`config.mk`:
```
export PLATFORM = sky130hd
export DESIGN_NAME = multi_slot_token_bucket
export DESIGN_NICKNAME = d
export VERILOG_FILES = /design/src/sv/mstb_pkg.sv /design/src/sv/mstb_lane.sv /design/src/sv/mstb_alloc.sv /design/src/sv/multi_slot_token_bucket.sv
export SDC_FILE = /design/constraint.sdc
export NUM_CORES = 2
export LEC_CHECK = 0
export BUFFER_PORTS_ARGS = -buffer_cell sky130_fd_sc_hd__buf_2
export CORE_ASPECT_RATIO = 1.5
export CORE_MARGIN = 4
export CORE_UTILIZATION = 50
export CTS_BUF_LIST = sky130_fd_sc_hd__clkbuf_8 sky130_fd_sc_hd__clkbuf_16
export DETAILED_ROUTE_END_ITERATION = 8
export GPL_TIMING_DRIVEN = 0
export PLACE_DENSITY = 0.64
export SETUP_SLACK_MARGIN = 0.1
export SYNTH_ARGS = -nofsm -noshare
export SYNTH_HDL_FRONTEND = slang
export SYNTH_SLANG_ARGS = --single-unit
```
`constraint.sdc`:
```
create_clock -name clock -period 15.6 [get_ports clock]
set_clock_uncertainty 0.05 [all_clocks]
set_input_delay 1.56 -clock clock [delete_from_list [all_inputs] [get_ports clock]]
set_output_delay 1.56 -clock clock [all_outputs]
set_load 0.02 [all_outputs]
```
`src/sv/mstb_pkg.sv`:
```
// ----------------------------------------------------------------------------
// mstb_pkg
// Types and constants of the multi slot token bucket.
// ----------------------------------------------------------------------------
package mstb_pkg;

   localparam int SLOTS_DEF       = 16;
   localparam int TOKEN_WIDTH_DEF = 20;

   localparam int FUNC_W  = 2;
   localparam int SLOT_W  = 4;
   localparam int FIELD_W = 20;
   localparam int STAT_W  = 2;

   typedef enum logic [FUNC_W-1:0] {
      FUNC_TICK    = 2'd0,
      FUNC_OPEN    = 2'd1,
      FUNC_CLOSE   = 2'd2,
      FUNC_CONSUME = 2'd3
   } func_type;

   typedef enum logic [STAT_W-1:0] {
      ST_OK       = 2'd0,
      ST_FULL     = 2'd1,
      ST_NOT_OPEN = 2'd2
   } status_type;

   typedef struct packed {
      logic tick;
      logic open;
      logic close;
      logic take;
   } lane_ctl_type;

endpackage

```
`src/sv/mstb_lane.sv`:
```
// ----------------------------------------------------------------------------
// mstb_lane
// One bucket: open flag, rate, burst and token count with its update.
// ----------------------------------------------------------------------------
module mstb_lane #(
   parameter int TOKEN_WIDTH = mstb_pkg::TOKEN_WIDTH_DEF
) (
   input  logic                       clock,
   input  logic                       reset,
   input  mstb_pkg::lane_ctl_type     ctl,
   input  logic [TOKEN_WIDTH-1:0]     rate,
   input  logic [TOKEN_WIDTH-1:0]     burst,
   input  logic [TOKEN_WIDTH-1:0]     grant,
   output logic                       is_open,
   output logic [TOKEN_WIDTH-1:0]     tokens,
   output logic [TOKEN_WIDTH-1:0]     tokens_tick
);

   logic                   open_ff, open_in;
   logic [TOKEN_WIDTH-1:0] rate_ff, rate_in;
   logic [TOKEN_WIDTH-1:0] burst_ff, burst_in;
   logic [TOKEN_WIDTH-1:0] tok_ff, tok_in;
   logic [TOKEN_WIDTH:0]   sum;

   assign sum         = {1'b0, tok_ff} + {1'b0, rate_ff};
   assign tokens_tick = (sum > {1'b0, burst_ff}) ? burst_ff : sum[TOKEN_WIDTH-1:0];

   always_comb begin
      open_in  = open_ff;
      rate_in  = rate_ff;
      burst_in = burst_ff;
      tok_in   = tok_ff;
      if (ctl.open) begin
         open_in  = 1'b1;
         rate_in  = rate;
         burst_in = burst;
         tok_in   = '0;
      end else if (ctl.close) begin
         open_in = 1'b0;
      end else if (ctl.tick && open_ff) begin
         tok_in = tokens_tick;
      end else if (ctl.take) begin
         tok_in = tok_ff - grant;
      end
   end

   always_ff @(posedge clock) begin
      if (reset) begin
         open_ff <= 1'b0;
      end else begin
         open_ff <= open_in;
      end
   end

   always_ff @(posedge clock) begin
      rate_ff  <= rate_in;
      burst_ff <= burst_in;
      tok_ff   <= tok_in;
   end

   assign is_open = open_ff;
   assign tokens  = tok_ff;

endmodule

```
`src/sv/mstb_alloc.sv`:
```
// ----------------------------------------------------------------------------
// mstb_alloc
// Finds the lowest slot that is not open.
// ----------------------------------------------------------------------------
module mstb_alloc #(
   parameter int SLOTS = mstb_pkg::SLOTS_DEF,
   parameter int IDX_W = 4
) (
   input  logic [SLOTS-1:0]  open_vec,
   output logic              found,
   output logic [IDX_W-1:0]  idx
);

   always_comb begin
      found = 1'b0;
      idx   = '0;
      for (int i = SLOTS - 1; i >= 0; i--) begin
         if (!open_vec[i]) begin
            found = 1'b1;
            idx   = IDX_W'(i);
         end
      end
   end

endmodule

```
`src/sv/multi_slot_token_bucket.sv`:
```
// ----------------------------------------------------------------------------
// multi_slot_token_bucket
// Table of token buckets with tick, open, close and consume requests.
// ----------------------------------------------------------------------------
// Usage:
//   A request is taken when start is high and busy is low. busy stays low,
//   so one request can be issued every cycle.
//   The request is registered, then processed against the slot table in the
//   next cycle; slot state and the response register update at the end of
//   that cycle. rsp_valid is high for one cycle, driven from the response register.
//   Throughput: one request per cycle. Every request returns exactly
//   one response.
//   A tick updates all open slots in parallel; the other requests touch one
//   slot. Back-to-back requests see the state left by the previous one.
//   Reset clears all open flags and the pipeline valids; bucket contents
//   are written by open before use.
//   The response cannot be stalled: the receiver must take rsp_* in the
//   cycle rsp_valid is high.
// ----------------------------------------------------------------------------
module multi_slot_token_bucket #(
   parameter int SLOTS       = mstb_pkg::SLOTS_DEF,
   parameter int TOKEN_WIDTH = mstb_pkg::TOKEN_WIDTH_DEF
) (
   input  logic                          clock,
   input  logic                          reset,
   input  logic                          start,
   output logic                          busy,
   input  logic [mstb_pkg::FUNC_W-1:0]   req_func,
   input  logic [mstb_pkg::SLOT_W-1:0]   req_slot,
   input  logic [mstb_pkg::FIELD_W-1:0]  req_rate,
   input  logic [mstb_pkg::FIELD_W-1:0]  req_burst_limit,
   input  logic [mstb_pkg::FIELD_W-1:0]  req_request_size,
   output logic                          rsp_valid,
   output logic [mstb_pkg::STAT_W-1:0]   rsp_status,
   output logic [mstb_pkg::SLOT_W-1:0]   rsp_slot_out,
   output logic [mstb_pkg::FIELD_W-1:0]  rsp_granted,
   output logic [mstb_pkg::FIELD_W-1:0]  rsp_tokens_left
);

   localparam int IDX_W = (SLOTS > 1) ? $clog2(SLOTS) : 1;
   localparam int TW    = TOKEN_WIDTH;
   localparam int CW    = (TW > mstb_pkg::FIELD_W) ? TW : mstb_pkg::FIELD_W;

   // request register
   logic                          in_valid_ff, in_valid_in;
   mstb_pkg::func_type            func_ff;
   logic [mstb_pkg::SLOT_W-1:0]   slot_ff;
   logic [TW-1:0]                 rate_ff, burst_ff;
   logic [mstb_pkg::FIELD_W-1:0]  size_ff;

   // response register
   logic                          rsp_valid_ff, rsp_valid_in;
   mstb_pkg::status_type          status_ff, status_in;
   logic [mstb_pkg::SLOT_W-1:0]   slot_out_ff, slot_out_in;
   logic [mstb_pkg::FIELD_W-1:0]  granted_ff, granted_in;
   logic [mstb_pkg::FIELD_W-1:0]  left_ff, left_in;

   mstb_pkg::lane_ctl_type        lane_ctl [SLOTS];
   logic [SLOTS-1:0]              lane_open;
   logic [TW-1:0]                 lane_tok  [SLOTS];
   logic [TW-1:0]                 lane_tick [SLOTS];

   logic                          free_found;
   logic [IDX_W-1:0]              free_idx;
   logic [IDX_W-1:0]              sel_idx;
   logic                          in_range, sel_ok;
   logic [TW-1:0]                 sel_tok, sel_tick;
   logic [CW-1:0]                 size_cw, tok_cw, grant_cw;
   logic [TW-1:0]                 grant, tok_after;

   assign busy        = 1'b0;
   assign in_valid_in = start && !busy;

   always_ff @(posedge clock) begin
      if (reset) begin
         in_valid_ff  <= 1'b0;
         rsp_valid_ff <= 1'b0;
      end else begin
         in_valid_ff  <= in_valid_in;
         rsp_valid_ff <= rsp_valid_in;
      end
   end

   always_ff @(posedge clock) begin
      if (in_valid_in) begin
         func_ff  <= mstb_pkg::func_type'(req_func);
         slot_ff  <= req_slot;
         rate_ff  <= TW'(req_rate);
         burst_ff <= TW'(req_burst_limit);
         size_ff  <= req_request_size;
      end
      status_ff   <= status_in;
      slot_out_ff <= slot_out_in;
      granted_ff  <= granted_in;
      left_ff     <= left_in;
   end

   mstb_alloc #(
      .SLOTS (SLOTS),
      .IDX_W (IDX_W)
   ) u_alloc (
      .open_vec (lane_open),
      .found    (free_found),
      .idx      (free_idx)
   );

   // slot selection
   assign sel_idx  = IDX_W'(slot_ff);
   assign in_range = 32'(slot_ff) < 32'(SLOTS);
   assign sel_ok   = in_range && lane_open[sel_idx];
   assign sel_tok  = in_range ? lane_tok[sel_idx]  : '0;
   assign sel_tick = in_range ? lane_tick[sel_idx] : '0;

   assign size_cw   = CW'(size_ff);
   assign tok_cw    = CW'(sel_tok);
   assign grant_cw  = (size_cw < tok_cw) ? size_cw : tok_cw;
   assign grant     = TW'(grant_cw);
   assign tok_after = sel_tok - grant;

   always_comb begin
      for (int i = 0; i < SLOTS; i++) begin
         lane_ctl[i].tick  = in_valid_ff && (func_ff == mstb_pkg::FUNC_TICK);
         lane_ctl[i].open  = in_valid_ff && (func_ff == mstb_pkg::FUNC_OPEN) &&
                             free_found && (free_idx == IDX_W'(i));
         lane_ctl[i].close = in_valid_ff && (func_ff == mstb_pkg::FUNC_CLOSE) &&
                             sel_ok && (sel_idx == IDX_W'(i));
         lane_ctl[i].take  = in_valid_ff && (func_ff == mstb_pkg::FUNC_CONSUME) &&
                             sel_ok && (sel_idx == IDX_W'(i));
      end
   end

   for (genvar g = 0; g < SLOTS; g++) begin : g_lane
      mstb_lane #(
         .TOKEN_WIDTH (TW)
      ) u_lane (
         .clock       (clock),
         .reset       (reset),
         .ctl         (lane_ctl[g]),
         .rate        (rate_ff),
         .burst       (burst_ff),
         .grant       (grant),
         .is_open     (lane_open[g]),
         .tokens      (lane_tok[g]),
         .tokens_tick (lane_tick[g])
      );
   end

   // response
   always_comb begin
      rsp_valid_in = in_valid_ff;
      status_in    = mstb_pkg::ST_OK;
      slot_out_in  = slot_ff;
      granted_in   = '0;
      left_in      = '0;
      case (func_ff)
         mstb_pkg::FUNC_TICK: begin
            left_in = sel_ok ? mstb_pkg::FIELD_W'(sel_tick) : '0;
         end
         mstb_pkg::FUNC_OPEN: begin
            if (free_found) begin
               slot_out_in = mstb_pkg::SLOT_W'(free_idx);
            end else begin
               status_in   = mstb_pkg::ST_FULL;
               slot_out_in = '0;
            end
         end
         mstb_pkg::FUNC_CLOSE: begin
            if (!sel_ok) begin
               status_in = mstb_pkg::ST_NOT_OPEN;
            end
         end
         mstb_pkg::FUNC_CONSUME: begin
            if (!sel_ok) begin
               status_in = mstb_pkg::ST_NOT_OPEN;
            end else begin
               granted_in = mstb_pkg::FIELD_W'(grant);
               left_in    = mstb_pkg::FIELD_W'(tok_after);
            end
         end
         default: begin
            status_in = mstb_pkg::ST_NOT_OPEN;
         end
      endcase
   end

   assign rsp_valid       = rsp_valid_ff;
   assign rsp_status      = status_ff;
   assign rsp_slot_out    = slot_out_ff;
   assign rsp_granted     = granted_ff;
   assign rsp_tokens_left = left_ff;

endmodule

```
# --- Yosys cells after proc, flatten, opt, wreduce, memory -nomap -nowiden ---
# Cells that the tools add are included.
totals:
  out_inout_bits: 48
  reg_bits: 1090
  in_bits: 69
  word_cells: 430
classes:
  n_bitwise: 17
  reduce_logical: 124
  add_sub_neg: 33
  muxes: 129
  eq_ne: 33
  magnitude_cmp: 19
op_table:
  columns: ["cell", "n"]
  rows:
  - ["$mux 20", 55]
  - ["$sub 20x20->20", 17]
  - ["$add 20x20->21", 16]
  - ["$gt 21x20->1", 16]
  - ["$bmux 20 s4", 2]
  - ["$mux 4", 18]
  - ["$logic_and 1x1->1", 71]
  - ["$eq 4x4->1 const B", 16]
  - ["$reduce_bool 2->1", 32]
  - ["$mux 1", 50]
  - ["$pmux 20 s2", 1]
  - ["$reduce_and 2->1", 17]
  - ["$eq 4x3->1 const B", 8]
  - ["$lt 20x20->1", 1]
  - ["$eq 4x2->1 const B", 4]
  - ["$not 1->1", 16]
  - ["$eq 4x1->1 const B", 2]
  - ["$logic_not 4->1", 2]
  - ["$ge 5x5->1 const B", 1]
  - ["$lt 4x5->1 const B", 1]
  - ["$not 4->5", 1]
  - ["$bmux 1 s4", 1]
  - ["$eq 2x2->1 const B", 2]
  - ["$pmux 2 s2", 1]
  - ["4 further kinds", 4]

# --- Longest topological paths before layout ---
depth:
  depth_word: 19
  depth_mapped: 40
  mapped_depth_nobuf: 30

# --- By module ---
# Synthesis repeated with hierarchy kept, for this count alone.
unflattened:
  hier_cells: 9654
  area_unflattened_um2: 90469.3
by_module_without_submodules:
  columns: ["mod", "cells_each", "seq_area_each_um2", "area_per_inst_um2", "n_inst"]
  rows:
  - ["mstb_lane (g_lane[0].u_lane ...)", 521, 1621.6, 4823.4, 8]
  - ["mstb_lane (g_lane[5].u_lane ...)", 608, 1621.6, 5262.5, 4]
  - ["multi_slot_token_bucket", 878, 2942.8, 10871.7, 1]
  - ["mstb_lane (g_lane[4].u_lane)", 561, 1621.6, 5116.2, 1]
  - ["mstb_lane (g_lane[11].u_lane)", 541, 1621.6, 5022.3, 1]
  - ["mstb_lane (g_lane[9].u_lane)", 530, 1621.6, 4860.9, 1]
  - ["mstb_lane (g_lane[12].u_lane)", 510, 1621.6, 4794.6, 1]
  - ["mstb_alloc", 34, 0.0, 166.4, 1]

# --- Least setup slack after synthesis ---
# No wires, ideal clock.
synth_timing:
  kind: "reg2reg"
  startpoint: "register slot_ff, in the netlist sel_idx[0]"
  endpoint: "register g_lane[3].u_lane.tok_ff[17]"
  arrival_ns: 10.648
  setup_ns: 0.074
  t_required_ns: 15.476
  synth_period_minus_slack_ns: 10.772
  slack_ns: 4.828
  path_stages_with_launch: 36
  n_path_buf: 12
  cell_sequence: "edfxtp_1 -> buf_6 -> buf_8 -> buf_8 -> buf_8 -> buf_2 -> buf_1 -> buf_1 -> buf_1 -> mux4_2 -> mux4_2 -> inv_1 -> ha_1 -> nand4_1 -> nor4_1 -> o2111a_1 -> and3_1 -> buf_2 -> nor2_1 -> clkbuf_1 -> clkbuf_1 -> clkbuf_1 -> a21oi_1 -> ha_1 -> a21o_1 -> a21o_1 -> maj3_1 -> maj3_2 -> a311o_1 -> a2111oi_4 -> o21bai_1 -> a21oi_1 -> nor2b_1 -> o21ai_1 -> mux2_2 -> a31oi_1"
synth_via:
  elab_chain_len: 9
  elab_cells_between_ends: 19
  classes_between: "add/sub (1); order compare (1); eq/ne (1); mux (8); bitwise (2); reduce/logical (6)"
synth_rtl:
  columns: ["item", "line", "rtl"]
  rows:
  - ["start: declaration", "multi_slot_token_bucket.sv:47", "logic [mstb_pkg::SLOT_W-1:0] slot_ff;"]
  - ["start signal: assignment", "multi_slot_token_bucket.sv:87", "slot_ff <= req_slot;"]
  - ["$not 4->5 (implied by the code)", "multi_slot_token_bucket.sv:111", "assign sel_tok = in_range ? lane_tok[sel_idx] : '0;"]
  - ["$bmux 20 s4", "multi_slot_token_bucket.sv:111", null]
  - ["$mux 20 (implied by the code) (2 in a row)", "multi_slot_token_bucket.sv:111", null]
  - ["$lt 20x20->1", "multi_slot_token_bucket.sv:116", "assign grant_cw = (size_cw < tok_cw) ? size_cw : tok_cw;"]
  - ["$mux 20", "multi_slot_token_bucket.sv:116", null]
  - ["$sub 20x20->20", "mstb_lane.sv:43", "tok_in = tok_ff - grant;"]
  - ["$mux 20", "mstb_lane.sv:42", "end else if (ctl.take) begin"]
  - ["$mux 20", "mstb_lane.sv:40", "end else if (ctl.tick && open_ff) begin"]
  - ["end signal: assignment", "mstb_lane.sv:58", "tok_ff <= tok_in;"]
  - ["end: declaration", "mstb_lane.sv:22", "logic [TOKEN_WIDTH-1:0] tok_ff, tok_in;"]
# Several ways; a longest one is shown, not always the timed one. The select of a mux whose other input is x is not followed.
# A chain may end at the register's enable or synchronous reset.

# --- Worst setup path after layout ---
layout_timing:
  startpoint: "register slot_ff, in the netlist sel_idx[1]"
  endpoint: "register g_lane[10].u_lane.tok_ff[19]"
layout_via:
  elab_chain_len: 9
  elab_cells_between_ends: 19
  classes_between: "add/sub (1); order compare (1); eq/ne (1); mux (8); bitwise (2); reduce/logical (6)"
layout_rtl:
  columns: ["item", "line"]
  rows:
  - ["$not 4->5 (implied by the code)", "multi_slot_token_bucket.sv:111"]
  - ["$bmux 20 s4", "multi_slot_token_bucket.sv:111"]
  - ["$mux 20 (implied by the code) (2 in a row)", "multi_slot_token_bucket.sv:111"]
  - ["$lt 20x20->1", "multi_slot_token_bucket.sv:116"]
  - ["$mux 20", "multi_slot_token_bucket.sv:116"]
  - ["$sub 20x20->20", "mstb_lane.sv:43"]
  - ["$mux 20", "mstb_lane.sv:42"]
  - ["$mux 20", "mstb_lane.sv:40"]
  - ["end signal: assignment", "mstb_lane.sv:58"]
  - ["end: declaration", "mstb_lane.sv:22"]
# Several ways; a longest one is shown, not always the timed one. The select of a mux whose other input is x is not followed.

==> run_results.csv <==
group,metric,value,unit
synthesis,synth_cell_types,107,
floorplanning,coreArea,164000,sq um
setup_path,end_kind,"flip-flop",
synthesis,synthCells,8818,
clocking,cts.clk_slew.worst_paths,0.07,ns
routing,routed_via_density,6.94,
clocking,htreeDepth,3,
clocking,clock_path_buffers,3,
synthesis,yosysTopAreaCellShare,25.7,%
clocking,cts-root-buf,"clkbuf_16",
power_and_ir_drop,pwr-share-seq,32.1,%
place,hpwl,355,mm
global_route,grt_antenna_before_repair,105,
clocking,cts_tree,"yes",
synthesis,ys_top_cells_by_area,"edfxtp_1 (26%), ha_1 (14%), dfxtp_1 (9.3%), a21oi_1 (5.0%), xnor2_1 (4.0%)",
synthesis,postSynthRegisterBits,1090,
sta,finalCritPeriodShare,98.9,%
synthesis,syn_nets,9850,
sta,finalMaxSlewViolations,49,
sta,max_slew_margin,-15.2,%
routing,ant_nets,0,
global_route,grt_pass1_wl,595,mm
routing,drt_iter0_drc,11600,
sta,fin_crit,15.43,ns
setup_path,critPathLaunch,"sel_idx[1]",
run,drv_cap,7,
power_and_ir_drop,power.share.clock,28.9,%
final_layout,nets,10200,
power_and_ir_drop,powerDensity,112,nW/um^2
clocking,cts_buffers,113,
synthesis,synth-async-reset-ratio,0,%
min_path,hp-class,"flip-flop to flip-flop",
synthesis,synthFlopType,"edfxtp_1",
synthesis,synth_edf_count,706,
floorplanning,ios,117,
sta,finalHoldViolCount,0,
setup_path,critical_path_class,"flip-flop to flip-flop",
routing,wl_per_cell,38.4,um
routing,wl,444,mm
floorplanning,rows,182,
routing,top_layer_used,"met5",
min_path,min_path_cells,2,
power_and_ir_drop,power.leakage,0.0398,uW
routing,met2_length,188,mm
global_route,grt_pass1_vias,75700,
global_route,grt_max_degree,53,
setup_path,r2r_slack,0.17,ns
sta,setup_viol,0,
routing,route.detailed.drc,1,
clocking,insertion_delay,0.83,ns
place,gp_congestion,1.12,
setup_path,crit_path_max_fanout,11,
min_path,min-delay-start,"g_lane[10].u_lane.tokens[13]",
routing,routed-wl-met3,50.2,mm
final_layout,final_util,56.8,%
floorplanning,die_area,172000,sq um
final_layout,syn_to_final_growth,13.0,%
sta,hold_ws,0.467,ns
power_and_ir_drop,ir_worst_vdd,0.000132,V
sta,clock.fmax,64.8,MHz
setup_path,worstReg2RegEnd,"g_lane[10].u_lane.tokens[19]",
synthesis,yosysMostFrequentCell,"ha_1",
synthesis,yosysWarnings,0,
global_route,grt_usage,50.0,%
setup_path,cp.required,16.23,ns
setup_path,rr_worst_depth,37,
floorplanning,initial_core_util,50.3,%
setup_path,startpoint_type,"flip-flop",
setup_path,crit_top_cell,"buf_2",
global_route,grt_overflow,0,
power_and_ir_drop,combPwrFrac,39.0,%
floorplanning,die_y,506,um
final_layout,postLayoutCellArea,93300,sq um
sta,fin_tns_setup,0,ns
run_status,outcome,"complete, but fails checks",
synthesis,yosysTopAreaCell,"edfxtp_1",
synthesis,syn_avg_cell_area,9.36,sq um
setup_path,r2r_start,"sel_idx[1]",
sta,rsz0062_at_grt,"false",
final_layout,drive_gt1_share,8.00,%
place,place_area,89000,sq um
sta,worst_pin_slew,1.72,ns
place,port_buffers,114,
power_and_ir_drop,p_int,6210,uW
run_status,violations,"design-rule violations, max-capacitance violations, max-slew violations",
routing,vias,80300,
routing,wl_met1,144,mm
setup_path,critPathMaxStageDelay,1.00,ns
floorplanning,die_w,340,um
synthesis,synth_area,82600,sq um
routing,dr.pass1.iters,9,
min_path,whs_endpoint,"g_lane[10].u_lane.tokens[13]",
power_and_ir_drop,p_sw,4200,uW
setup_path,critPathArrivalTime,16.06,ns
synthesis,netlist_top_cells_count,"ha_1 (931), a21oi_1 (818), nor2_1 (757)",
clocking,clkSinkCount,1090,
synthesis,yosysSeqAreaShare,35.0,%
clocking,postCtsSetupBuffers,0,
setup_path,critPathSlowestCell,"clkdlybuf4s15_1",
power_and_ir_drop,swShare,40.3,%
timing repair:
item | in CTS | in global routing
hold buffers | 0 | 0
setup endpoints to repair | 0 | 3
resized for setup | 0 | 6
sequential cells by signal, indices dropped and copies added (netlist names):
register                count
burst_ff                   20
func_ff                     2
g_lane.u_lane.burst_ff    320
g_lane.u_lane.is_open      16
g_lane.u_lane.rate_ff     320
g_lane.u_lane.tokens      320
in_valid_ff                 1
rate_ff                    20
rsp_granted                20
rsp_slot_out                4
rsp_status                  2
rsp_tokens_left            20
rsp_valid                   1
sel_idx                     4
size_cw                    20
per-layer routing:
| layer | global-route usage [%] | vias up |
|---|---|---|
| met2 | 74.9 | 5882 |
| met5 | 0 | - |
| met4 | 54.8 | 20 |
| met1 | 53.5 | 38600 |
| li1 | - | 33700 |
| met3 | 15.2 | 2129 |
critical path: cells and delay by family, from the launching register on:
family	cells	cell delay, ns
AOI/OAI and AO/OA	12	4.00
xor gates and xnor gates	1	0.12
adders and majority gates	2	0.46
buffers and inverters	14	6.92
DFF	1	0.43
muxes	2	1.15
and+or+nand+nor	6	1.93
kinds of logic after synthesis:
| family | Yosys count | share of synthesized area [%] |
|---|---|---|
| compound gates | 2645 | 20.4 |
| simple gates | 2264 | 12.8 |
| flops | 1090 | 35.0 |
| fa+ha+maj | 999 | 15.3 |
| buf+inv | 880 | 4.14 |
| xor+xnor | 526 | 5.58 |
| mux | 413 | 6.67 |
| other cells | 1 | 0.00454 |
per-stage QoR:
stage	std cells	worst slack [ns]	total power, uW
after global routing	11500	0.250	10600
after floorplan	8818	4.83	5590
after detailed placement	11300	0.635	7210
final	11600	0.171	10400
after global placement	11100	-4.31	6970
after CTS	11500	0.569	10200
worst max-delay path by stage:
stage                                    to  slack [ns]
3_5_place_dp   g_lane[10].u_lane.tokens[19]        0.64
5_1_grt        g_lane[10].u_lane.tokens[19]        0.25
6_report       g_lane[10].u_lane.tokens[19]        0.17
2_1_floorplan   g_lane[3].u_lane.tokens[17]        4.83
3_3_place_gp   g_lane[10].u_lane.tokens[19]       -4.31
4_1_cts        g_lane[10].u_lane.tokens[19]        0.57
placed cells by master (no fill, tap or decap), types with 28 or more instances in the layout:
master / count
dfxtp_1: 384
o21bai_1: 107
mux4_2: 98
edfxtp_1: 706
a22oi_1: 45
nor2b_1: 89
diode_2: 93
nor3_1: 258
a31oi_1: 82
ha_1: 931
o21ai_0: 527
a21oi_1: 802
o211ai_1: 76
maj3_1: 30
buf_2: 150
o31ai_1: 36
a221oi_1: 47
clkbuf_16: 124
mux2_2: 42
o22ai_1: 33
buf_12: 45
a211oi_1: 145
o21a_1: 112
and3_1: 80
xnor2_1: 379
or3_1: 55
nand4_1: 106
nand3_1: 169
clkbuf_1: 220
a21o_1: 315
xor2_1: 147
nor2_1: 757
nand2_1: 511
clkbuf_2: 28
inv_1: 567
fa_1: 32
buf_16: 63
nand2b_1: 100
and2_1: 33
mux2i_1: 265
power groups by stage:
stage / registers (uW) / logic, uW / clock network (uW)
final: 3340 / 4060 / 3000
after detailed placement: 3390 / 3820 / 0
after global placement: 3500 / 3470 / 0
after floorplan: 3270 / 2320 / 0
after global routing: 3330 / 4200 / 3100
after CTS: 3330 / 3850 / 2990
layout make-up:
type,instances,area [sq um]
flip-flops and latches,1090,28900
plain buffers,322,1380
repair buffers,240,3450
inverters,558,2090
clock inverters,82,781
fillers,14600,70900
well taps,2208,2760
diodes,93,233
clock buffers,133,3230
multi-input cells,6848,50500
Note: power is estimated with default switching activity, not from simulation.
